===== src/rtl/mmc_pkg.sv =====
package mmc_pkg;

    localparam int SAMPLE_BITS_DEF = 16;
    localparam int RAW_W = 16;
    localparam int EXT_W = 17;
    localparam int OFS_W = 17;
    localparam int GAIN_W = 24;
    localparam int ANG_W = 40;

    localparam logic [GAIN_W-1:0] GAIN_ONE = 24'd65536;
    localparam logic [GAIN_W-1:0] GAIN_NUM = 24'd7864320;

    typedef struct packed {
        logic track;
        logic clear;
        logic start;
    } lane_ctl_t;

    function automatic int val_width(input int sb);
        return (sb > RAW_W) ? EXT_W : sb;
    endfunction

    function automatic logic [EXT_W-1:0] sample_ext(input logic [RAW_W-1:0] raw, input int sb);
        logic [EXT_W-1:0] v;
        logic s;
        int k;
        k = (sb > RAW_W) ? RAW_W : sb;
        s = (sb > RAW_W) ? 1'b0 : raw[k-1];
        for (int i = 0; i < EXT_W; i++)
        begin
            v[i] = (i < k) ? raw[i] : s;
        end
        return v;
    endfunction

endpackage


===== src/rtl/mmc_lane.sv =====
module mmc_lane #(
    parameter int SAMPLE_BITS = mmc_pkg::SAMPLE_BITS_DEF
) (
    input  logic                                      clk,
    input  logic                                      rst_n,
    input  mmc_pkg::lane_ctl_t                        ctl,
    input  logic signed [mmc_pkg::val_width(SAMPLE_BITS)-1:0] sample,
    output logic signed [mmc_pkg::OFS_W-1:0]          offset,
    output logic [mmc_pkg::GAIN_W-1:0]                gain,
    output logic                                      busy
);
    import mmc_pkg::*;

    localparam int VAL_W = val_width(SAMPLE_BITS);
    localparam int CNT_W = $clog2(GAIN_W + 1);

    logic signed [VAL_W-1:0] hi_reg, hi_next;
    logic signed [VAL_W-1:0] lo_reg, lo_next;
    logic signed [OFS_W-1:0] ofs_reg, ofs_next;
    logic [GAIN_W-1:0]       gain_reg, gain_next;
    logic [GAIN_W-1:0]       num_reg, num_next;
    logic [VAL_W-1:0]        den_reg, den_next;
    logic [VAL_W:0]          rem_reg, rem_next;
    logic [CNT_W-1:0]        cnt_reg, cnt_next;
    logic                    busy_reg, busy_next;

    logic signed [VAL_W:0]   diff;
    logic [VAL_W-1:0]        range;
    logic [VAL_W:0]          rem_sh;

    always_comb
    begin
        diff   = (VAL_W+1)'(hi_reg) - (VAL_W+1)'(lo_reg);
        range  = diff[VAL_W-1:0];
        rem_sh = {rem_reg[VAL_W-1:0], num_reg[GAIN_W-1]};

        hi_next   = hi_reg;
        lo_next   = lo_reg;
        ofs_next  = ofs_reg;
        gain_next = gain_reg;
        num_next  = num_reg;
        den_next  = den_reg;
        rem_next  = rem_reg;
        cnt_next  = cnt_reg;
        busy_next = busy_reg;

        if (ctl.clear)
        begin
            hi_next = '0;
            lo_next = '0;
        end
        else if (ctl.track)
        begin
            if (sample > hi_reg)
                hi_next = sample;
            if (sample < lo_reg)
                lo_next = sample;
        end

        if (ctl.start)
        begin
            ofs_next = OFS_W'(hi_reg) + OFS_W'(lo_reg);
            if (hi_reg <= lo_reg)
            begin
                gain_next = '0;
            end
            else
            begin
                // rounded quotient: (num + range/2) / range, never above 2^23
                num_next  = GAIN_NUM + GAIN_W'(range >> 1);
                den_next  = range;
                rem_next  = '0;
                cnt_next  = CNT_W'(GAIN_W);
                busy_next = 1'b1;
            end
        end
        else if (busy_reg)
        begin
            if (rem_sh >= {1'b0, den_reg})
            begin
                rem_next = rem_sh - {1'b0, den_reg};
                num_next = {num_reg[GAIN_W-2:0], 1'b1};
            end
            else
            begin
                rem_next = rem_sh;
                num_next = {num_reg[GAIN_W-2:0], 1'b0};
            end
            cnt_next = cnt_reg - 1'b1;
            if (cnt_reg == CNT_W'(1))
            begin
                busy_next = 1'b0;
                gain_next = num_next;
            end
        end
    end

    always_ff @(posedge clk or negedge rst_n)
    begin
        if (!rst_n)
        begin
            hi_reg   <= '0;
            lo_reg   <= '0;
            ofs_reg  <= '0;
            gain_reg <= GAIN_ONE;
            cnt_reg  <= '0;
            busy_reg <= 1'b0;
        end
        else
        begin
            hi_reg   <= hi_next;
            lo_reg   <= lo_next;
            ofs_reg  <= ofs_next;
            gain_reg <= gain_next;
            cnt_reg  <= cnt_next;
            busy_reg <= busy_next;
        end
    end

    always_ff @(posedge clk)
    begin
        num_reg <= num_next;
        den_reg <= den_next;
        rem_reg <= rem_next;
    end

    assign offset = ofs_reg;
    assign gain   = gain_reg;
    assign busy   = busy_reg;

endmodule


===== src/rtl/mag_minmax_calibration_core.sv =====
// Flow: an accepted request passes EXEC and POST for start/idle/off-attitude samples, and
// EXEC, ACC, CHK and POST for tracking samples (multiply, accumulate, turn check); the
// compute step waits in DIV on the bit-serial dividers in the three axis lanes running
// in parallel. A new request is taken only in IDLE, once the last result is loaded for output.
// Reset (rst_n, async low): idle, step 0, turn angle and extremes zero, offsets zero, gains 1.0.
module mag_minmax_calibration_core #(
    parameter int SAMPLE_BITS = mmc_pkg::SAMPLE_BITS_DEF
) (
    input  logic                              clk,
    input  logic                              rst_n,
    input  logic                              in_valid,
    output logic                              in_ready,
    input  logic                              action,
    input  logic signed [15:0]                raw_x,
    input  logic signed [15:0]                raw_y,
    input  logic signed [15:0]                raw_z,
    input  logic signed [31:0]                rate_x,
    input  logic signed [31:0]                rate_z,
    input  logic [15:0]                       dt_us,
    input  logic [1:0]                        attitude,
    output logic                              out_valid,
    input  logic                              out_ready,
    output logic                              cal_active,
    output logic [1:0]                        cal_step,
    output logic                              done_res,
    output logic signed [mmc_pkg::OFS_W-1:0]  offset_x2,
    output logic signed [mmc_pkg::OFS_W-1:0]  offset_y2,
    output logic signed [mmc_pkg::OFS_W-1:0]  offset_z2,
    output logic [mmc_pkg::GAIN_W-1:0]        gain_x,
    output logic [mmc_pkg::GAIN_W-1:0]        gain_y,
    output logic [mmc_pkg::GAIN_W-1:0]        gain_z
);
    import mmc_pkg::*;

    localparam int VAL_W = val_width(SAMPLE_BITS);
    localparam int PROD_W = 49;
    localparam int SUM_W = 50;

    localparam logic [2:0] S_IDLE = 3'd0;
    localparam logic [2:0] S_EXEC = 3'd1;
    localparam logic [2:0] S_ACC  = 3'd2;
    localparam logic [2:0] S_CHK  = 3'd3;
    localparam logic [2:0] S_DIV  = 3'd4;
    localparam logic [2:0] S_POST = 3'd5;

    localparam logic [1:0] STEP_H = 2'd0;
    localparam logic [1:0] STEP_V = 2'd1;
    localparam logic [1:0] STEP_C = 2'd2;

    localparam logic [1:0] ATT_LEVEL = 2'd1;
    localparam logic [1:0] ATT_NOSE  = 2'd2;

    localparam logic ACT_START = 1'b1;

    localparam logic signed [SUM_W-1:0] ANG_MAX = SUM_W'(64'sd549755813887);
    localparam logic signed [SUM_W-1:0] ANG_MIN = SUM_W'(-64'sd549755813888);
    localparam logic signed [ANG_W-1:0] TURN_LIM = ANG_W'(64'sd411774832291);
    localparam logic signed [ANG_W-1:0] TURN_NEG = ANG_W'(-64'sd411774832291);

    logic [2:0]               state_reg, state_next;
    logic                     active_reg, active_next;
    logic [1:0]               step_reg, step_next;
    logic signed [ANG_W-1:0]  turn_reg, turn_next;
    logic signed [PROD_W-1:0] prod_reg, prod_next;
    logic                     done_reg, done_next;

    logic                     act_reg;
    logic signed [VAL_W-1:0]  x_reg, y_reg, z_reg;
    logic signed [31:0]       rate_reg;
    logic [15:0]              dt_reg;
    logic [1:0]               att_reg;

    logic                     ov_reg, ov_next;
    logic                     o_active_reg;
    logic [1:0]               o_step_reg;
    logic                     o_done_reg;
    logic signed [OFS_W-1:0]  o_ofs_reg [3];
    logic [GAIN_W-1:0]        o_gain_reg [3];

    logic [EXT_W-1:0]         ext_x, ext_y, ext_z;
    logic signed [SUM_W-1:0]  acc_sum;
    lane_ctl_t                ctl_xy, ctl_z;
    logic signed [OFS_W-1:0]  lane_ofs [3];
    logic [GAIN_W-1:0]        lane_gain [3];
    logic [2:0]               lane_busy;
    logic                     load_out;

    assign ext_x = sample_ext(raw_x, SAMPLE_BITS);
    assign ext_y = sample_ext(raw_y, SAMPLE_BITS);
    assign ext_z = sample_ext(raw_z, SAMPLE_BITS);

    assign in_ready = (state_reg == S_IDLE);
    assign load_out = (state_reg == S_POST) && (!ov_reg || out_ready);

    always_comb
    begin
        state_next  = state_reg;
        active_next = active_reg;
        step_next   = step_reg;
        turn_next   = turn_reg;
        prod_next   = prod_reg;
        done_next   = done_reg;
        ctl_xy      = '0;
        ctl_z       = '0;
        acc_sum     = SUM_W'(turn_reg) + SUM_W'(prod_reg);

        case (state_reg)
            S_IDLE:
            begin
                if (in_valid)
                    state_next = S_EXEC;
            end
            S_EXEC:
            begin
                done_next = 1'b0;
                prod_next = rate_reg * $signed({1'b0, dt_reg});
                state_next = S_POST;
                if (act_reg == ACT_START)
                begin
                    active_next  = 1'b1;
                    step_next    = STEP_H;
                    turn_next    = '0;
                    ctl_xy.clear = 1'b1;
                    ctl_z.clear  = 1'b1;
                end
                else if (active_reg)
                begin
                    case (step_reg)
                        STEP_H:
                        begin
                            ctl_xy.track = 1'b1;
                            if (att_reg != ATT_LEVEL)
                            begin
                                ctl_xy.clear = 1'b1;
                                turn_next    = '0;
                            end
                            else
                            begin
                                state_next = S_ACC;
                            end
                        end
                        STEP_V:
                        begin
                            ctl_z.track = 1'b1;
                            if (att_reg != ATT_NOSE)
                            begin
                                ctl_z.clear = 1'b1;
                                turn_next   = '0;
                            end
                            else
                            begin
                                state_next = S_ACC;
                            end
                        end
                        default:
                        begin
                            ctl_xy.start = 1'b1;
                            ctl_z.start  = 1'b1;
                            state_next   = S_DIV;
                        end
                    endcase
                end
            end
            S_ACC:
            begin
                if (acc_sum > ANG_MAX)
                    turn_next = ANG_W'(ANG_MAX);
                else if (acc_sum < ANG_MIN)
                    turn_next = ANG_W'(ANG_MIN);
                else
                    turn_next = ANG_W'(acc_sum);
                state_next = S_CHK;
            end
            S_CHK:
            begin
                if ((turn_reg > TURN_LIM) || (turn_reg < TURN_NEG))
                begin
                    step_next = (step_reg == STEP_H) ? STEP_V : STEP_C;
                    turn_next = '0;
                end
                state_next = S_POST;
            end
            S_DIV:
            begin
                if (lane_busy == '0)
                begin
                    step_next   = STEP_H;
                    active_next = 1'b0;
                    done_next   = 1'b1;
                    state_next  = S_POST;
                end
            end
            S_POST:
            begin
                if (load_out)
                    state_next = S_IDLE;
            end
            default:
            begin
                state_next = S_IDLE;
            end
        endcase

        ov_next = ov_reg;
        if (load_out)
            ov_next = 1'b1;
        else if (out_ready)
            ov_next = 1'b0;
    end

    always_ff @(posedge clk or negedge rst_n)
    begin
        if (!rst_n)
        begin
            state_reg  <= S_IDLE;
            active_reg <= 1'b0;
            step_reg   <= STEP_H;
            turn_reg   <= '0;
            done_reg   <= 1'b0;
            ov_reg     <= 1'b0;
        end
        else
        begin
            state_reg  <= state_next;
            active_reg <= active_next;
            step_reg   <= step_next;
            turn_reg   <= turn_next;
            done_reg   <= done_next;
            ov_reg     <= ov_next;
        end
    end

    always_ff @(posedge clk)
    begin
        prod_reg <= prod_next;
        if (in_valid && in_ready)
        begin
            act_reg  <= action;
            x_reg    <= ext_x[VAL_W-1:0];
            y_reg    <= ext_y[VAL_W-1:0];
            z_reg    <= ext_z[VAL_W-1:0];
            rate_reg <= (step_reg == STEP_H) ? rate_z : rate_x;
            dt_reg   <= dt_us;
            att_reg  <= attitude;
        end
        if (load_out)
        begin
            o_active_reg <= active_reg;
            o_step_reg   <= step_reg;
            o_done_reg   <= done_reg;
            for (int i = 0; i < 3; i++)
            begin
                o_ofs_reg[i]  <= lane_ofs[i];
                o_gain_reg[i] <= lane_gain[i];
            end
        end
    end

    mmc_lane #(.SAMPLE_BITS(SAMPLE_BITS)) u_lane_x (
        .clk    (clk),
        .rst_n  (rst_n),
        .ctl    (ctl_xy),
        .sample (x_reg),
        .offset (lane_ofs[0]),
        .gain   (lane_gain[0]),
        .busy   (lane_busy[0])
    );

    mmc_lane #(.SAMPLE_BITS(SAMPLE_BITS)) u_lane_y (
        .clk    (clk),
        .rst_n  (rst_n),
        .ctl    (ctl_xy),
        .sample (y_reg),
        .offset (lane_ofs[1]),
        .gain   (lane_gain[1]),
        .busy   (lane_busy[1])
    );

    mmc_lane #(.SAMPLE_BITS(SAMPLE_BITS)) u_lane_z (
        .clk    (clk),
        .rst_n  (rst_n),
        .ctl    (ctl_z),
        .sample (z_reg),
        .offset (lane_ofs[2]),
        .gain   (lane_gain[2]),
        .busy   (lane_busy[2])
    );

    assign out_valid  = ov_reg;
    assign cal_active = o_active_reg;
    assign cal_step   = o_step_reg;
    assign done_res   = o_done_reg;
    assign offset_x2  = o_ofs_reg[0];
    assign offset_y2  = o_ofs_reg[1];
    assign offset_z2  = o_ofs_reg[2];
    assign gain_x     = o_gain_reg[0];
    assign gain_y     = o_gain_reg[1];
    assign gain_z     = o_gain_reg[2];

`ifndef ASSERT_OFF
    a_idle_step0: assert property (@(posedge clk) disable iff (!rst_n)
        !active_reg |-> (step_reg == STEP_H))
        else $error("step nonzero while not active");

    a_done_idle: assert property (@(posedge clk) disable iff (!rst_n)
        (out_valid && done_res) |-> !cal_active)
        else $error("done result reports active calibration");

    a_post_no_busy: assert property (@(posedge clk) disable iff (!rst_n)
        (state_reg == S_POST) |-> (lane_busy == '0))
        else $error("result posted while a divider runs");

    a_accept_exec: assert property (@(posedge clk) disable iff (!rst_n)
        (in_valid && in_ready) |=> (state_reg == S_EXEC))
        else $error("accepted request not executed");
`endif

endmodule

===== config.mk =====
export PLATFORM = sky130hd
export DESIGN_NAME = mag_minmax_calibration_core
export DESIGN_NICKNAME = d
export VERILOG_FILES = /design/src/rtl/mmc_pkg.sv /design/src/rtl/mmc_lane.sv /design/src/rtl/mag_minmax_calibration_core.sv
export SDC_FILE = /design/constraint.sdc
export NUM_CORES = 2
export LEC_CHECK = 0
export BUFFER_PORTS_ARGS = -buffer_cell sky130_fd_sc_hd__buf_2
export CAP_MARGIN = 20
export CORE_MARGIN = 4
export CORE_UTILIZATION = 42
export DETAILED_ROUTE_END_ITERATION = 8
export PLACE_DENSITY_LB_ADDON = 0.2
export SLEW_MARGIN = 40
export SYNTH_ARGS = -nofsm -noshare
export SYNTH_HDL_FRONTEND = slang
export SYNTH_HIERARCHICAL = 1
export SYNTH_SLANG_ARGS = --single-unit

===== constraint.sdc =====
create_clock -name clk -period 14.7 [get_ports clk]
set_clock_uncertainty 0.15 [all_clocks]
set_input_delay 3.675 -clock clk [delete_from_list [all_inputs] [get_ports clk]]
set_output_delay 3.675 -clock clk [all_outputs]
set_load 0.02 [all_outputs]

# Word level (Yosys, flattened, before mapping)
# Memories as Yosys holds them, arrays and structs flattened.
# Index checks and enable logic that the tools add are counted.
# word_totals
ff_bits,605
ramBits,123
in_bits,135
out_inout_bits,129
memories,2
# memory_table
memory,words,word_bits,read_ports,rd_ports_with_merged_regs,wr,line,source
o_gain_reg,3,24,3,0,3,mag_minmax_calibration_core.sv:78,logic [GAIN_W-1:0] o_gain_reg [3];
o_ofs_reg,3,17,3,0,3,mag_minmax_calibration_core.sv:77,logic signed [OFS_W-1:0] o_ofs_reg [3];
# classes
addsub,16
mul,1
magnitude_cmp,16
eq_ne,26
muxes,123
bitwise_logic,3
n_reduce_logical,47
# ops
cell,count
2-to-1 mux 24 bit,21
2-to-1 mux 16 bit,30
2-to-1 mux 40 bit,7
case mux 40 bit (3 select lines),1
subtractor 16 bit,6
case mux 40 bit (2 select lines),1
"adder 23 x 15 -> 24 bit, first input constant",3
adder 16 x 16 -> 17 bit,3
>= comparator 17 x 16 -> 1 bit,3
adder 40 x 49 -> 50 bit,1
"greater-than comparator 50 x 40 -> 1 bit, second input constant",1
"< comparator 50 x 40 -> 1 bit, second input constant",1
multiplier 32 x 17 -> 49 bit,1
greater-than comparator 16 bit,3
less-or-equal comparator 16 bit,3
< comparator 16 bit,3
2-to-1 mux 5 bit,9
"greater-than comparator 40 bit, second input constant",1
"< comparator 40 bit, second input constant",1
2-to-1 mux 3 bit,11
2-to-1 mux 32 bit,1
nonzero test 2 bit,16
2-to-1 mux 1 bit,31
AND reduction 2 bit,13
27 further kinds,61

# Depth between registers and ports, before layout
# logic_depth
ltp_word,8
ltp_mapped,26
ltp_nobuf,24

# Hierarchy
# Netlist, hierarchy kept.
# by_module_without_submodules
module,n_inst,cells_each,area_each_um2
mag_minmax_calibration_core,1,3091,32384.8
mmc_lane (u_lane_x),1,865,8856.0
mmc_lane (u_lane_y),1,865,8848.5
mmc_lane (u_lane_z),1,853,8605.8

# Worst setup path after synthesis
# No wires, ideal clock.
# synth_timing
kind,input-to-reg
start,input out_ready
end,"register o_active_reg, in the netlist cal_active, enable pin"
setup_time_ns,0.615
t_arrival_ns,8.994
t_required_ns,13.935
slack_ns,4.941
path_stages,2
cell_sequence,nor2b_1 > nor2_1
# synth_between
elab_chain_cells,2
# synth_rtl
element,line,source
"start, declared",mag_minmax_calibration_core.sv:22,"input logic out_ready,"
logical OR 1 bit,mag_minmax_calibration_core.sv:93,assign load_out = (state_reg == S_POST) && (!ov_reg || out_ready);
logical AND 1 bit,mag_minmax_calibration_core.sv:93,
named net load_out,mag_minmax_calibration_core.sv:86,logic load_out;
"end signal, assigned",mag_minmax_calibration_core.sv:248,o_active_reg <= active_reg;
"end, declared",mag_minmax_calibration_core.sv:74,logic o_active_reg;
# The timed path passes the listed nets, and every way through them passes these cells.
# A chain may end at the register's enable or synchronous reset.

# Worst setup path after layout
# layout_timing
start,register rate_reg[5]
end,"register prod_reg[47], data pin"
# layout_between
elab_chain_cells,1
# layout_rtl
element,line,source
"start, declared",mag_minmax_calibration_core.sv:69,logic signed [31:0] rate_reg;
"start signal, assigned",mag_minmax_calibration_core.sv:242,rate_reg <= (step_reg == STEP_H) ? rate_z : rate_x;
multiplier 32 x 17 -> 49 bit,mag_minmax_calibration_core.sv:116,"prod_next = rate_reg * $signed({1'b0, dt_reg});"
"end signal, assigned",mag_minmax_calibration_core.sv:235,prod_reg <= prod_next;
"end, declared",mag_minmax_calibration_core.sv:64,"logic signed [PROD_W-1:0] prod_reg, prod_next;"
# Every way passes these cells.

==> run summary <==
EDFF count, synth: 443
Placed Area: 61800 um2
Mapped Cells: 5674
Total GRT Usage: 19.7%
Post-Syn Area: 58700 um2
initial DRC count: 2653
Synth Area per Inst: 10.3 um2
Rows: 136
fin. max-slew vios: 0
multi-input logic area: 34200 um2
register area share after synthesis: 34.8%
CTS Buffer Depth: 3
Die W: 382 um
I/O pins: 264
# DRC: 0
Final Hold Viols: 0
outcome: finished clean
Syn Nets: 6717
CP required: 14.98 ns
Seq cells post-synth: 728
crit path cell chain: and2_1 -> fa_1 -> inv_1 -> fa_1 -> fa_1 -> fa_1 -> inv_1 -> fa_1 -> inv_1 -> fa_1 -> inv_1 -> ha_1 -> and3_1 -> o21ai_0 -> o22ai_1 -> or4b_1 -> a311o_1 -> a31oi_1 -> and2_1 -> nor2_1 -> o21ai_1 -> xor2_1
Placement Setup Slack: 7.23 ns
Placer Congestion: 0.872
cts bufs inserted: 84
final WL: 144 mm
H-tree levels: 3
Bufs and invs on worst path: 4
crit-path max cell delay: 0.67 ns
Most used DFF post-synth: edfxtp_1
minimum clock period: 7.48 ns
vias in the first global route: 41600
final setup margin: 7.22 ns
Setup crit start kind: register
register area: 20400 um2
ys async rst share: 39.1%
post-route insts no fill: 7777
Fill cells: 12900
slowest CP cell: edfxtp_1
delay-heaviest family, CP: adder cells
Inst Count DP: 7614
RSZ-0062 raised after global routing: false
post-cts hold buffer count: 0
post-synth cell types: 115
design area: 64900 um2
most frequent cells in the layout: 825 x inv_1, 499 x fa_1, 471 x nand2_1, 443 x edfxtp_1, 409 x ha_1
Routed Antenna Nets: 0
Clk Latency, worst-skew pair: 0.71 ns
max-cap viol count: 0
CTS tree: done
Initial Util: 42.5%
HP Class: register to register
Slew @ Worst Pin: 0.819 ns
Fin Setup TNS: 0 ns
most common cell after layout, fill and taps aside: inv_1
max reg flops: 72
fin nets: 6881
Die Area: 146000 um2
slew margin rel.: 45.4%
final setup fails: 0
dpl hpwl: 107 mm
fmax: 134 MHz
initial antenna violation count: 7
die extent in y: 382 um
post-CTS setup buffer count: 0
Tcrit/Tclk final: 50.9%
crit-path max FO: 16
layout cells sized above 1: 11.1%
grt total ovfl: 0
Port Buf Inserts: 263
Area Growth Syn to Fin: 10.5%
WS Path Type: register to register
clock-pin slew on the worst setup and hold paths: 0.06 ns
Setup crit end kind: register
CTS Sinks: 728
area of the core: 138000 um2
Ys Warns: 6
Avg Vias per Cell: 5.20
PostCTS Resize Cnt: 0
Via Count: 40400
Worst path most repeated cell: fa_1
Worst EP arrival: 7.76 ns
1st-pass router iterations: 5
WL/cell: 18.5 um
largest net degree at the start of global routing: 176
root buffer cell: clkbuf_16
global-route wire length before repair: 232 mm
## logic make-up (layout without fill, tap and decap cells)
family,count (synthesis),after routing,share of synthesized area (%)
xor gates and xnor gates,189,189,2.82
AOI/OAI and AO/OA,972,972,11.6
and+or+nand+nor,1547,1547,13.2
buffers and inverters,1063,1299,7.10
other,0,4,0
muxes,267,267,4.73
adders and majority gates,908,908,25.7
DFF,728,728,34.8
## stage by stage
step / hold WS (ns) / util, %
finish: 0.291 / 47.0
global route: 0.297 / 47.0
CTS: 0.292 / 46.9
detailed placement: 0.277 / 44.7
global placement: 0.279 / 44.7
floorplan: 0.269 / -
## final timing paths
check / from / endpoint / slack [ns] / cells past startpoint
min: u_lane_y/offset[0] / o_ofs_reg[0][17] / 0.29 / 0
min reg2reg: u_lane_y/offset[0] / o_ofs_reg[0][17] / 0.29 / 0
max in group asynchronous: rst_n / u_lane_y/offset[11] / 9.74 / 3
max: rate_reg[5] / prod_reg[47] / 7.22 / 22
max reg2reg: rate_reg[5] / prod_reg[47] / 7.22 / 22
min in group asynchronous: rst_n / u_lane_z/gain[2] / 2.74 / 1
## final cells by class
cell class                      count  area share [%]
Antenna cell                        4          0.0154
Timing Repair Buffer              310            2.66
Tap cell                         1863            3.59
Clock inverter                     45            1.03
Clock buffer                      113            3.66
Multi-Input combinational cell   3883            52.7
Sequential cell                   728            31.5
Inverter                          831            4.81
## cells in the mapped netlist (all sizes together), types with 25 or more instances
master   instances  area share (%)
inv            829             5.3
fa             499              17
nand2          471             3.0
edfxtp         443              23
ha             409             8.7
nor2           298             1.9
a21oi          284             2.5
dfrtp          282              12
and2           271             2.9
mux2i          184             3.1
o21ai          177             1.5
clkbuf         168             1.1
xnor2          133             2.0
nand2b         129             1.4
mux2            83             1.6
a21o            81             1.0
buf             64            0.71
nand3           64            0.55
nor3            62            0.54
nor2b           59            0.64
xor2            56            0.84
o2bb2ai         48            0.72
nand4           46            0.52
o21a            41            0.52
a211oi          40            0.56
o21bai          33            0.42
a31oi           30            0.35
a221o           28            0.48
o211ai          28            0.42
and3            26            0.28
or2             25            0.27
## routing by layer
| layer | wire (um) | share of wire (%) | global-route usage (%) |
|---|---|---|---|
| met2 | 63900 | 45 | 30.9 |
| met5 | 37 | 0.026 | 0 |
| met3 | 7850 | 5.5 | 3.36 |
| met1 | 68700 | 48 | 28.6 |
| met4 | 3140 | 2.2 | 4.49 |
Power is not shown: default switching activity piles up to over one toggle a cycle in this logic, so the estimate is an artifact.
